<file path="src/sv/uer_pkg.sv">
// ============================================================================
// uer_pkg
// Shared widths, codes and types of the ultrasonic echo ranger.
// ============================================================================
package uer_pkg;

   // Port field widths
   localparam int TS_BITS       = 32;
   localparam int RT_BITS       = 16;
   localparam int RANGE_BITS    = 18;
   localparam int IGNORE_BITS   = 10;
   localparam int CSR_IDX_BITS  = 2;
   localparam int CSR_DATA_BITS = 18;

   // Default timestamp width used internally
   localparam int TICK_BITS_DFLT = 32;

   // Range scaling: 0.017015 cm/us in Q.8 is 1115 / 256
   localparam int RANGE_MUL   = 1115;
   localparam int MUL_BITS    = 11;
   localparam int RANGE_SHIFT = 8;

   // Register reset values
   localparam logic [RANGE_BITS-1:0]  MIN_RANGE_RST  = RANGE_BITS'(128);
   localparam logic [RANGE_BITS-1:0]  MAX_RANGE_RST  = RANGE_BITS'(102400);
   localparam logic [IGNORE_BITS-1:0] ECHO_IGNORE_RST = IGNORE_BITS'(100);

   typedef enum logic [1:0] {
      CMD_TRIGGER = 2'd0,
      CMD_ECHO    = 2'd1,
      CMD_TIMEOUT = 2'd2,
      CMD_READ    = 2'd3
   } cmd_type;

   typedef enum logic [1:0] {
      ST_GOOD      = 2'd0,
      ST_BAD_RANGE = 2'd1,
      ST_TIMEOUT   = 2'd2
   } status_type;

   typedef enum logic [CSR_IDX_BITS-1:0] {
      CSR_MIN_RANGE   = 2'd0,
      CSR_MAX_RANGE   = 2'd1,
      CSR_ECHO_IGNORE = 2'd2
   } csr_idx_type;

   typedef struct packed {
      logic [RANGE_BITS-1:0]  min_range;
      logic [RANGE_BITS-1:0]  max_range;
      logic [IGNORE_BITS-1:0] echo_ignore;
   } cfg_type;

endpackage

</file>
<file path="src/sv/uer_csr.sv">
// ============================================================================
// uer_csr
// Configuration registers: range window and echo blanking time.
// ============================================================================
module uer_csr (
   input  logic                                clock,
   input  logic                                reset,
   input  logic                                csr_valid,
   output logic                                csr_ready,
   input  logic [uer_pkg::CSR_IDX_BITS-1:0]    csr_index,
   input  logic [uer_pkg::CSR_DATA_BITS-1:0]   csr_wdata,
   output uer_pkg::cfg_type                    cfg
);
   import uer_pkg::*;

   cfg_type cfg_ff;
   cfg_type cfg_in;

   // Always able to take a write beat
   assign csr_ready = 1'b1;

   // Register decode; unknown indexes are dropped
   always_comb begin
      cfg_in = cfg_ff;
      if (csr_valid) begin
         unique case (csr_idx_type'(csr_index))
            CSR_MIN_RANGE:   cfg_in.min_range   = csr_wdata[RANGE_BITS-1:0];
            CSR_MAX_RANGE:   cfg_in.max_range   = csr_wdata[RANGE_BITS-1:0];
            CSR_ECHO_IGNORE: cfg_in.echo_ignore = csr_wdata[IGNORE_BITS-1:0];
            default:         cfg_in = cfg_ff;
         endcase
      end
   end

   always_ff @(posedge clock) begin
      if (reset) begin
         cfg_ff.min_range   <= MIN_RANGE_RST;
         cfg_ff.max_range   <= MAX_RANGE_RST;
         cfg_ff.echo_ignore <= ECHO_IGNORE_RST;
      end else begin
         cfg_ff <= cfg_in;
      end
   end

   assign cfg = cfg_ff;

endmodule

</file>
<file path="src/sv/ultrasonic_echo_ranger.sv">
// ============================================================================
// ultrasonic_echo_ranger
// Echo timing of an ultrasonic ranger from timestamped pin edge events.
// ============================================================================
// Path: an accepted req beat goes into the input register, then one update pass
//   through the range multiply and window compare commits it to the rsp beat.
// Throughput: 1 item per cycle while rsp is not stalled; every item gives exactly one rsp beat.
// Reset: synchronous; clears the pipeline, the reading state and the stored
//   reading, and loads the configuration register defaults.
// ============================================================================
module ultrasonic_echo_ranger #(
   parameter int TICK_BITS = uer_pkg::TICK_BITS_DFLT
) (
   input  logic                               clock,
   input  logic                               reset,
   // event channel
   input  logic                               req_valid,
   output logic                               req_stall,
   input  logic [1:0]                         req_cmd,
   input  logic                               req_echo_level,
   input  logic [uer_pkg::TS_BITS-1:0]        req_tick_us,
   // result channel
   output logic                               rsp_valid,
   input  logic                               rsp_stall,
   output logic                               rsp_reading_done,
   output logic [1:0]                         rsp_status,
   output logic [uer_pkg::RT_BITS-1:0]        rsp_round_trip_us,
   output logic [uer_pkg::RANGE_BITS-1:0]     rsp_range_cm_q8,
   output logic                               rsp_ready_res,
   // configuration
   input  logic                               csr_valid,
   output logic                               csr_ready,
   input  logic [uer_pkg::CSR_IDX_BITS-1:0]   csr_index,
   input  logic [uer_pkg::CSR_DATA_BITS-1:0]  csr_wdata
);
   import uer_pkg::*;

   localparam int PROD_BITS   = TICK_BITS + MUL_BITS;
   localparam int SCALED_BITS = PROD_BITS - RANGE_SHIFT;

   cfg_type cfg;

   // Handshake
   logic out_free;
   logic advance;
   logic req_take;

   // Input stage
   logic                 s1_valid_ff, s1_valid_in;
   cmd_type              s1_cmd_ff;
   logic                 s1_level_ff;
   logic [TICK_BITS-1:0] s1_tick_ff;

   // Ranger state (also the held result fields)
   logic                  armed_ff, armed_in;
   logic                  echo_high_ff, echo_high_in;
   logic [TICK_BITS-1:0]  trig_time_ff, trig_time_in;
   logic [TICK_BITS-1:0]  echo_start_ff, echo_start_in;
   logic                  ready_ff, ready_in;
   logic                  new_reading_ff, new_reading_in;
   status_type            status_ff, status_in;
   logic [RT_BITS-1:0]    last_rt_ff, last_rt_in;
   logic [RANGE_BITS-1:0] last_range_ff, last_range_in;
   logic                  done_ff, done_in;
   logic                  rsp_valid_ff, rsp_valid_in;

   // Datapath
   logic [TICK_BITS-1:0]   trig_diff;
   logic                   echo_ok;
   logic [TICK_BITS-1:0]   round_trip;
   logic [PROD_BITS-1:0]   product;
   logic [SCALED_BITS-1:0] scaled;
   logic                   in_window;

   uer_csr u_csr (
      .clock     (clock),
      .reset     (reset),
      .csr_valid (csr_valid),
      .csr_ready (csr_ready),
      .csr_index (csr_index),
      .csr_wdata (csr_wdata),
      .cfg       (cfg)
   );

   // Flow control: the input stage moves on whenever the result slot frees up
   assign out_free     = !rsp_valid_ff || !rsp_stall;
   assign advance      = s1_valid_ff && out_free;
   assign req_stall    = s1_valid_ff && !out_free;
   assign req_take     = req_valid && !req_stall;
   assign s1_valid_in  = req_take || (s1_valid_ff && !advance);
   assign rsp_valid_in = advance || (rsp_valid_ff && rsp_stall);

   always_ff @(posedge clock) begin
      if (reset) begin
         s1_valid_ff  <= 1'b0;
         rsp_valid_ff <= 1'b0;
      end else begin
         s1_valid_ff  <= s1_valid_in;
         rsp_valid_ff <= rsp_valid_in;
      end
   end

   // Input register
   always_ff @(posedge clock) begin
      if (req_take) begin
         s1_cmd_ff   <= cmd_type'(req_cmd);
         s1_level_ff <= req_echo_level;
         s1_tick_ff  <= req_tick_us[TICK_BITS-1:0];
      end
   end

   // Echo qualification: positive difference beyond the blanking time
   assign trig_diff = s1_tick_ff - trig_time_ff;
   assign echo_ok   = !trig_diff[TICK_BITS-1] &&
                      (trig_diff > TICK_BITS'(cfg.echo_ignore));

   // Round trip to range in 1/256 cm
   assign round_trip = s1_tick_ff - echo_start_ff;
   assign product    = PROD_BITS'(round_trip) * PROD_BITS'(RANGE_MUL);
   assign scaled     = product[PROD_BITS-1:RANGE_SHIFT];
   assign in_window  = (SCALED_BITS'(cfg.min_range) <= scaled) &&
                       (scaled <= SCALED_BITS'(cfg.max_range));

   // Event update
   always_comb begin
      armed_in       = armed_ff;
      echo_high_in   = echo_high_ff;
      trig_time_in   = trig_time_ff;
      echo_start_in  = echo_start_ff;
      ready_in       = ready_ff;
      new_reading_in = new_reading_ff;
      status_in      = status_ff;
      last_rt_in     = last_rt_ff;
      last_range_in  = last_range_ff;
      done_in        = 1'b0;
      unique case (s1_cmd_ff)
         CMD_TRIGGER: begin
            armed_in       = 1'b1;
            trig_time_in   = s1_tick_ff;
            echo_high_in   = 1'b0;
            new_reading_in = 1'b0;
         end
         CMD_ECHO: begin
            if (s1_level_ff) begin
               // a later qualifying rising edge restarts the echo
               if (armed_ff && echo_ok) begin
                  echo_high_in  = 1'b1;
                  echo_start_in = s1_tick_ff;
               end
            end else if (echo_high_ff) begin
               echo_high_in   = 1'b0;
               armed_in       = 1'b0;
               ready_in       = 1'b1;
               new_reading_in = 1'b1;
               done_in        = 1'b1;
               if (in_window) begin
                  last_range_in = scaled[RANGE_BITS-1:0];
                  last_rt_in    = round_trip[RT_BITS-1:0];
                  status_in     = ST_GOOD;
               end else begin
                  status_in = ST_BAD_RANGE;
               end
            end
         end
         CMD_TIMEOUT: begin
            // only when no reading followed the last trigger
            if (!new_reading_ff) begin
               status_in = ST_TIMEOUT;
               ready_in  = 1'b1;
               done_in   = 1'b1;
            end
         end
         CMD_READ: begin
            ready_in = 1'b0;
         end
         default: begin
            ready_in = ready_ff;
         end
      endcase
   end

   // State commits together with the result beat; held while rsp stalls
   always_ff @(posedge clock) begin
      if (reset) begin
         armed_ff       <= 1'b0;
         echo_high_ff   <= 1'b0;
         ready_ff       <= 1'b0;
         new_reading_ff <= 1'b0;
         status_ff      <= ST_GOOD;
         last_rt_ff     <= '0;
         last_range_ff  <= '0;
         done_ff        <= 1'b0;
      end else if (advance) begin
         armed_ff       <= armed_in;
         echo_high_ff   <= echo_high_in;
         ready_ff       <= ready_in;
         new_reading_ff <= new_reading_in;
         status_ff      <= status_in;
         last_rt_ff     <= last_rt_in;
         last_range_ff  <= last_range_in;
         done_ff        <= done_in;
      end
   end

   // Timestamps only matter once armed or echo high
   always_ff @(posedge clock) begin
      if (advance) begin
         trig_time_ff  <= trig_time_in;
         echo_start_ff <= echo_start_in;
      end
   end

   // Result beat
   assign rsp_valid         = rsp_valid_ff;
   assign rsp_reading_done  = done_ff;
   assign rsp_status        = status_ff;
   assign rsp_round_trip_us = last_rt_ff;
   assign rsp_range_cm_q8   = last_range_ff;
   assign rsp_ready_res     = ready_ff;

endmodule

</file>
<file path="config.mk">
export PLATFORM = sky130hd
export DESIGN_NAME = ultrasonic_echo_ranger
export DESIGN_NICKNAME = d
export VERILOG_FILES = /design/src/sv/uer_pkg.sv /design/src/sv/uer_csr.sv /design/src/sv/ultrasonic_echo_ranger.sv
export SDC_FILE = /design/constraint.sdc
export NUM_CORES = 1
export LEC_CHECK = 0
export BUFFER_PORTS_ARGS = -buffer_cell sky130_fd_sc_hd__buf_2
export CAP_MARGIN = 40
export CELL_PAD_IN_SITES_DETAIL_PLACEMENT = 1
export CELL_PAD_IN_SITES_GLOBAL_PLACEMENT = 2
export CORE_UTILIZATION = 43
export DETAILED_ROUTE_END_ITERATION = 7
export PLACE_DENSITY = 0.86
export SETUP_SLACK_MARGIN = 0.02
export SYNTH_ARGS = -nofsm -noshare
export SYNTH_HDL_FRONTEND = slang
export SYNTH_SLANG_ARGS = --single-unit
</file>
<file path="constraint.sdc">
create_clock -name clock -period 16.75 [get_ports clock]
set_input_delay 1.675 -clock clock [delete_from_list [all_inputs] [get_ports clock]]
set_output_delay 1.675 -clock clock [all_outputs]
set_load 0.05 [all_outputs]
</file>
==> run summary, run 1 <==
Clocking
* cell chosen for the clock root: sky130_fd_sc_hd__clkbuf_16
* count of cells resized by post-cts repair: 0
* clock transition time at the flip-flop clock pins of the worst setup and hold paths: 0.08 ns
* clock latency of the later-clocked register in the worst-skew pair: 0.49 ns
* CTS tree: yes
* CTS H-Tree Depth: 4
* buffer levels on the longest clock path: 2
* postcts setup bufs: 0
* count of hold buffers inserted by post-cts repair: 0
* Sinks on Clock Net: 188
* CTS Buf Count: 17

Timing
* Achievable Freq: 93.8 MHz
* Slew headroom: 40.0%
* Setup Total Neg Slack: 0 ns
* final number of max-transition violations: 0
* Final min period: 10.66 ns
* unrepaired setup endpoints after global routing: no
* number of setup violations in the final report: 0
* count of final hold-check violations: 0
* Final Skew: 0.0195 ns
* final worst-path cycle share: 63.6%
* Worst Max-Slew Pin Slew: 0.894 ns

Synthesis
* count of different cell masters after synthesis: 82
* Synth Warn #: 0
* predominant post-synthesis flop cell: sky130_fd_sc_hd__edfxtp_1
* area share of the largest cell type after synthesis: 18.4%
* post-synthesis sequential element count: 188
* post-synthesis instance total: 1,973
* total standard cell area after synthesis: 0.0179 mm²
* sequential cell area fraction in the yosys report: 26.5%
* synthesized area per cell: 9.08 µm²
* cell type with the largest total area after synthesis: sky130_fd_sc_hd__ha_1
* synthesized netlist net count: 2,403
* fraction of registers with async set/reset: 0%
* most area-consuming cells after synthesis: sky130_fd_sc_hd__ha_1 18%, sky130_fd_sc_hd__edfxtp_1 17%, sky130_fd_sc_hd__fa_1 12%
* Post-synth EDFFs: 99

Die
* total number of placement rows: 74
* total core area: 0.0409 mm²
* boundary pin count: 101
* Die Area: 0.0425 mm²
* Initial Util: 43.8%
* vertical die dimension: 206 µm
* die extent in x: 206 µm

Finish
* diode insertion count for antenna repair: 0
* share of layout cells above drive strength 1: 8.27%
* fill cell total of the finished layout: 4,809
* number of nets in the layout: 2,484
* Layout area overhead: 9.43%

Run
* max-cap viol count: 0

Route
* Post-DRT Antenna Nets: 0
* first-pass iteration count of the detailed router: 5
* amount of wire on met2 after detailed routing: 24,000 µm
* Total Wirelength: 49,400 µm
* per-cell via count in the routed design: 5.51
* Met3 Wirelength: 1380 µm
* wire length per cell: 19.0 µm
* post-route DRC violation count: 0
* routed vias: 14,300
* length of routed wiring on met1: 23,000 µm
* Max Used Layer: met4
* iteration-0 DRC count of the detailed router: 678

GRT
* total track usage: 24.2%
* remaining global-route overflow: 0
* largest net degree at the start of global routing: 68
* wire length of the first global-routing pass: 79,600 µm
* number of global-route vias before repair: 15,200
* antenna violations before repair: 0

Setup path
* maximum net fanout on the critical path: 34
* worst endpoint data arrival time: 11.03 ns
* Crit path max-delay family: adder cells
* highest cell delay on the worst timing path: 0.56 ns
* Worst Path Required: 17.13 ns
* critical path launch point type: register
* cell with the biggest individual delay on the critical path: sky130_fd_sc_hd__fa_1
* crit end category: register
* sum of buffers and inverters on the critical path: 6
* WS Path Type: reg2reg

Place
* count of buffers from port buffering: 99
* HPWL after detailed placement: 40,800 µm
* final weighted congestion in routability-driven placement: 0.933

Status
* outcome: completed

Hold path
* Hold Crit Class: reg2reg

-- worst min-delay path, stage by stage (launching register included) --
cell and delay [ns]:
sky130_fd_sc_hd__dfxtp_1 0.31, sky130_fd_sc_hd__nand2_1 0.05, sky130_fd_sc_hd__a21oi_1 0.05
-- stage by stage --
| step | worst slack (ns) | hold slack, ns | instance area (µm²) | utilization [%] | instances |
|---|---|---|---|---|---|
| floorplan | 7.48 | 0.436 | 17900 | - | 1973 |
| global placement | 6.40 | 0.443 | 19000 | 46.3 | 2563 |
| detailed placement | 6.15 | 0.450 | 19000 | 46.5 | 2567 |
| CTS | 6.12 | 0.460 | 19600 | 47.9 | 2599 |
| global route | 5.26 | 0.481 | 19600 | 47.9 | 2599 |
| finish | 6.09 | 0.458 | 19600 | 47.9 | 2599 |
-- cell families (layout without fill, tap and decap cells) --
logic type	after synthesis	after routing	share of synthesized area, %
buffers and inverters	358	452	7.65
AOI/OAI and AO/OA	423	423	15.2
adders and majority gates	370	370	30.3
DFF	188	188	26.5
muxes	41	41	2.44
xor gates and xnor gates	93	93	4.55
other	1	1	0.0209
and+or+nand+nor	499	499	13.3
-- cell type report --
| type | instances | area [µm²] | share of cell area (%) |
|---|---|---|---|
| Clock buffer | 19 | 433 | 2.21 |
| Clock inverter | 13 | 156 | 0.798 |
| Inverter | 308 | 1160 | 5.90 |
| Multi-Input combinational cell | 1427 | 11800 | 60.3 |
| Sequential cell | 188 | 4750 | 24.2 |
| Tap cell | 532 | 666 | 3.39 |
| Timing Repair Buffer | 112 | 628 | 3.20 |
-- sequential cells by signal, indices dropped and copies added (netlist names) --
signal	flops
s1_level_ff	1
rsp_valid	1
rsp_ready_res	1
echo_high_ff	1
rsp_range_cm_q8	18
rsp_round_trip_us	16
u_csr.cfg	46
s1_tick_ff	32
armed_ff	1
rsp_reading_done	1
echo_start_ff	32
trig_time_ff	32
s1_valid_ff	1
new_reading_ff	1
s1_cmd_ff	2
rsp_status	2
-- cell usage after synthesis (all sizes together), types with 25 or more instances --
master,number
a21oi,151
clkbuf,41
nor2,100
nand3,34
o21ai,75
edfxtp,99
fa,106
xor2,48
nand4,25
inv,307
nor2b,39
nor3,28
o21a,25
ha,264
xnor2,45
dfxtp,89
nand2,188
a21o,33
-- cells in the final DEF, fill, tap and decap left out, types with 5 or more instances in the layout --
cell type | netlist | layout
sky130_fd_sc_hd__and3_1 | 14 | 14
sky130_fd_sc_hd__nand2b_1 | 13 | 13
sky130_fd_sc_hd__xnor2_1 | 45 | 45
sky130_fd_sc_hd__inv_6 | 0 | 5
sky130_fd_sc_hd__a21oi_1 | 151 | 151
sky130_fd_sc_hd__dfxtp_1 | 89 | 89
sky130_fd_sc_hd__o21a_1 | 25 | 25
sky130_fd_sc_hd__clkbuf_16 | 0 | 17
sky130_fd_sc_hd__or3_1 | 5 | 5
sky130_fd_sc_hd__o31ai_1 | 9 | 9
sky130_fd_sc_hd__o21ai_0 | 70 | 70
sky130_fd_sc_hd__nor4_1 | 13 | 13
sky130_fd_sc_hd__xor2_1 | 48 | 48
sky130_fd_sc_hd__buf_2 | 3 | 98
sky130_fd_sc_hd__mux2i_1 | 19 | 19
sky130_fd_sc_hd__edfxtp_1 | 99 | 99
sky130_fd_sc_hd__a221oi_1 | 6 | 6
sky130_fd_sc_hd__fa_1 | 106 | 106
sky130_fd_sc_hd__nor2b_1 | 39 | 38
sky130_fd_sc_hd__nand4_1 | 25 | 25
sky130_fd_sc_hd__a31oi_1 | 11 | 11
sky130_fd_sc_hd__and2_1 | 11 | 11
sky130_fd_sc_hd__or2_2 | 6 | 6
sky130_fd_sc_hd__mux2_1 | 18 | 18
sky130_fd_sc_hd__nor2_1 | 100 | 99
sky130_fd_sc_hd__o21bai_1 | 13 | 13
sky130_fd_sc_hd__o2111ai_1 | 5 | 5
sky130_fd_sc_hd__nand2_1 | 188 | 188
sky130_fd_sc_hd__inv_1 | 307 | 307
sky130_fd_sc_hd__ha_1 | 264 | 264
sky130_fd_sc_hd__buf_4 | 2 | 12
sky130_fd_sc_hd__o211ai_1 | 18 | 18
sky130_fd_sc_hd__a21o_1 | 33 | 33
sky130_fd_sc_hd__nand3b_1 | 6 | 6
sky130_fd_sc_hd__nand3_1 | 34 | 34
sky130_fd_sc_hd__a211oi_1 | 18 | 18
sky130_fd_sc_hd__nor3_1 | 27 | 26
-- routing by layer --
metal  GRT usage (%)  vias to the layer above
li1                -                     6981
met1            31.1                     7072
met2            41.6                      210
met3            3.72                       55
met4            7.33                        0
met5               0                        -
-- path summary, 6_finish.rpt --
path,depth (start not counted),startpoint,end,slack (ns)
max,36,s1_tick_ff[0]$_DFFE_PP_,rsp_round_trip_us[10]$_SDFFE_PP0P_,6.09
min,2,u_csr.cfg[11]$_SDFFE_PP0P_,u_csr.cfg[11]$_SDFFE_PP0P_,0.46
max reg2reg,36,s1_tick_ff[0]$_DFFE_PP_,rsp_round_trip_us[10]$_SDFFE_PP0P_,6.09
min reg2reg,2,u_csr.cfg[11]$_SDFFE_PP0P_,u_csr.cfg[11]$_SDFFE_PP0P_,0.46
Power of run 1 is not shown: default switching activity piles up to over one toggle a cycle in this logic, so the estimate is an artifact.
==> run 2, diff against run 1 <==
--- a/config.mk
+++ b/config.mk
@@ -9,9 +9,9 @@
 export CAP_MARGIN = 40
 export CELL_PAD_IN_SITES_DETAIL_PLACEMENT = 1
 export CELL_PAD_IN_SITES_GLOBAL_PLACEMENT = 2
-export CORE_UTILIZATION = 43
+export CORE_UTILIZATION = 36
 export DETAILED_ROUTE_END_ITERATION = 7
-export PLACE_DENSITY = 0.86
+export PLACE_DENSITY = 0.77
 export SETUP_SLACK_MARGIN = 0.02
 export SYNTH_ARGS = -nofsm -noshare
 export SYNTH_HDL_FRONTEND = slang
==> constraint.sdc (replaced) <==
create_clock -name clock -period 9.7 [get_ports clock]
set_input_delay 0.97 -clock clock [delete_from_list [all_inputs] [get_ports clock]]
set_output_delay 0.97 -clock clock [all_outputs]
set_load 0.05 [all_outputs]
==> run summary, run 2 (same netlist as run 1, synthesis figures left out) <==
Status
* outcome: completed

Timing
* count of final hold-check violations: 0, unchanged
* number of setup violations in the final report: 0, unchanged
* Hold Worst Slack: 0.461 ns, +0.00334 ns
* final worst-path cycle share: 95.4%, +32 points
* Final min period: 9.25 ns, -1.41 ns
* Final Skew: 0.0112 ns, -0.00822 ns
* Slew headroom: 47.5%, +7.5 points
* Achievable Freq: 108 MHz, +15%
* final number of max-transition violations: 0, unchanged
* Worst Max-Slew Pin Slew: 0.781 ns, -0.112 ns

Clocking
* clock transition time at the flip-flop clock pins of the worst setup and hold paths: 0.08 ns, about the same
* clock latency of the later-clocked register in the worst-skew pair: 0.49 ns, about the same
* CTS H-Tree Depth: 4, unchanged
* Sinks on Clock Net: 188, unchanged
* CTS tree: yes
* cell chosen for the clock root: sky130_fd_sc_hd__clkbuf_16
* count of hold buffers inserted by post-cts repair: 0, unchanged
* buffer levels on the longest clock path: 2, unchanged
* CTS Buf Count: 17, unchanged

Die
* total core area: 0.0491 mm², +20%
* Initial Util: 36.5%, -7.3 points
* Die Area: 0.0507 mm², +19%
* die extent in x: 225 µm, +9.2%
* vertical die dimension: 225 µm, +9.2%
* boundary pin count: 101, unchanged
* total number of placement rows: 81, +9.5%

GRT
* wire length of the first global-routing pass: 81,800 µm, +2.7%
* total track usage: 20.9%, -3.3 points
* number of global-route vias before repair: 15,400, +1.6%
* antenna violations before repair: 0, unchanged
* largest net degree at the start of global routing: 74, +8.8%
* remaining global-route overflow: 0, unchanged

Finish
* diode insertion count for antenna repair: 0, unchanged
* fill cell total of the finished layout: 5,778, +20%
* most used cells in the layout excluding fill and tap cells: 304 x sky130_fd_sc_hd__inv_1, 257 x sky130_fd_sc_hd__ha_1, 187 x sky130_fd_sc_hd__nand2_1
* number of flip-flops under the largest register name: 46, unchanged
* Layout area overhead: 14.7%
* number of nets in the layout: 2,556, +2.9%
* share of layout cells above drive strength 1: 13.2%, +4.9 points
* most frequent standard cell in the layout excluding fill and tap cells: sky130_fd_sc_hd__inv_1

Setup path
* worst r2r src: s1_tick_ff[0]$_DFFE_PP_
* critical path launch point type: register
* WS Path Type: reg2reg
* cell with the biggest individual delay on the critical path: sky130_fd_sc_hd__fa_1
* reg2reg path depth: 37, +2.8%
* Worst Path Required: 10.08 ns, -7.05 ns
* sum of buffers and inverters on the critical path: 7, +1
* maximum net fanout on the critical path: 14, -59%
* worst endpoint data arrival time: 9.63 ns, -1.40 ns
* register-to-register setup slack: 0.45 ns, -5.64 ns
* crit end category: register
* endpoint of the worst register-to-register path: rsp_range_cm_q8[14]$_SDFFE_PP0P_
* highest cell delay on the worst timing path: 0.54 ns, -0.02 ns
* Crit path max-delay family: adder cells

Route
* per-cell via count in the routed design: 5.12, -7.0%
* Post-DRT Antenna Nets: 0, unchanged
* post-route DRC violation count: 0, unchanged
* amount of wire on met2 after detailed routing: 24,900 µm, +3.8%
* length of routed wiring on met1: 23,600 µm, +2.5%
* iteration-0 DRC count of the detailed router: 541, -20%
* wire length per cell: 18.2 µm, -4.1%
* Max Used Layer: met4
* Total Wirelength: 51,000 µm, +3.4%
* routed vias: 14,400, +0.27%
* Met3 Wirelength: 1480 µm, +7.3%
* first-pass iteration count of the detailed router: 4, -1

Hold path
* hold path cells: 2, unchanged
* Min-Delay Endpoint: u_csr.cfg[11]$_SDFFE_PP0P_
* Hold Crit Class: reg2reg
* Worst Hold Launch: u_csr.cfg[11]$_SDFFE_PP0P_

Place
* HPWL after detailed placement: 42,400 µm, +4.1%
* count of buffers from port buffering: 99, unchanged
* final weighted congestion in routability-driven placement: 0.910, -2.5%

Run
* max-cap viol count: 0, unchanged

[run 2: changes by cell type in the layout (fill, tap and decap cells not counted), sizes merged]
cell | before | now
buf | 112 | 183
inv | 314 | 313
clkbuf | 19 | 18
clkinvlp | 1 | 3
bufbuf | 0 | 1
clkinv | 4 | 5
bufinv | 2 | 1
[run 2: final cells by class]
class                           instances  area [µm²]  area share [%]
Clock inverter                         14         150           0.731
Inverter                              308        1160            5.63
Tap cell                              664         831            4.04
Multi-Input combinational cell       1427       12000            58.6
Clock buffer                           18         429            2.09
Sequential cell                       188        4750            23.1
Timing Repair Buffer                  184        1190            5.79
[run 2: worst max path at each step]
stage,cells after the start,endpoint,slack (ns),from
after floorplan,36,rsp_round_trip_us[10]$_SDFFE_PP0P_,0.43,s1_tick_ff[0]$_DFFE_PP_
after global placement,36,rsp_range_cm_q8[2]$_SDFFE_PP0P_,0.02,s1_tick_ff[0]$_DFFE_PP_
after detailed placement,37,rsp_range_cm_q8[4]$_SDFFE_PP0P_,-0.20,s1_tick_ff[0]$_DFFE_PP_
after CTS,37,rsp_range_cm_q8[14]$_SDFFE_PP0P_,0.02,s1_tick_ff[0]$_DFFE_PP_
after global routing,37,rsp_range_cm_q8[9]$_SDFFE_PP0P_,-0.05,s1_tick_ff[0]$_DFFE_PP_
final,37,rsp_range_cm_q8[14]$_SDFFE_PP0P_,0.45,s1_tick_ff[0]$_DFFE_PP_
[run 2: layer usage]
| layer | GRT usage (%) | vias to the layer above |
|---|---|---|
| met5 | 0 | - |
| met2 | 36.2 | 159 |
| li1 | - | 7109 |
| met4 | 6.56 | 0 |
| met1 | 26.3 | 7028 |
| met3 | 3.56 | 60 |
[run 2: through the flow]
stage	util (%)	TNS [ns]	worst slack [ns]	instances	cell area, µm²
2_1_floorplan	-	0	0.428	1973	17900
3_3_place_gp	40.0	0	0.0206	2757	19600
3_5_place_dp	40.0	-5.00	-0.201	2758	19600
4_1_cts	41.4	0	0.0246	2792	20300
5_1_grt	41.9	-0.360	-0.0460	2803	20600
6_report	41.9	0	0.448	2803	20600
[run 2: tightest hold or removal path: stages, from the launching register on]
cell and delay, ns:
sky130_fd_sc_hd__dfxtp_1 0.31, sky130_fd_sc_hd__nand2_1 0.05, sky130_fd_sc_hd__a21oi_1 0.05
[run 2: repair_timing]
item	in CTS	in global routing
setup endpoints to repair	34	35
resized for setup	11	42
pin swaps	1	12
setup buffers	1	11
cloned	1	0
Power of run 2 is left out for the same reason.
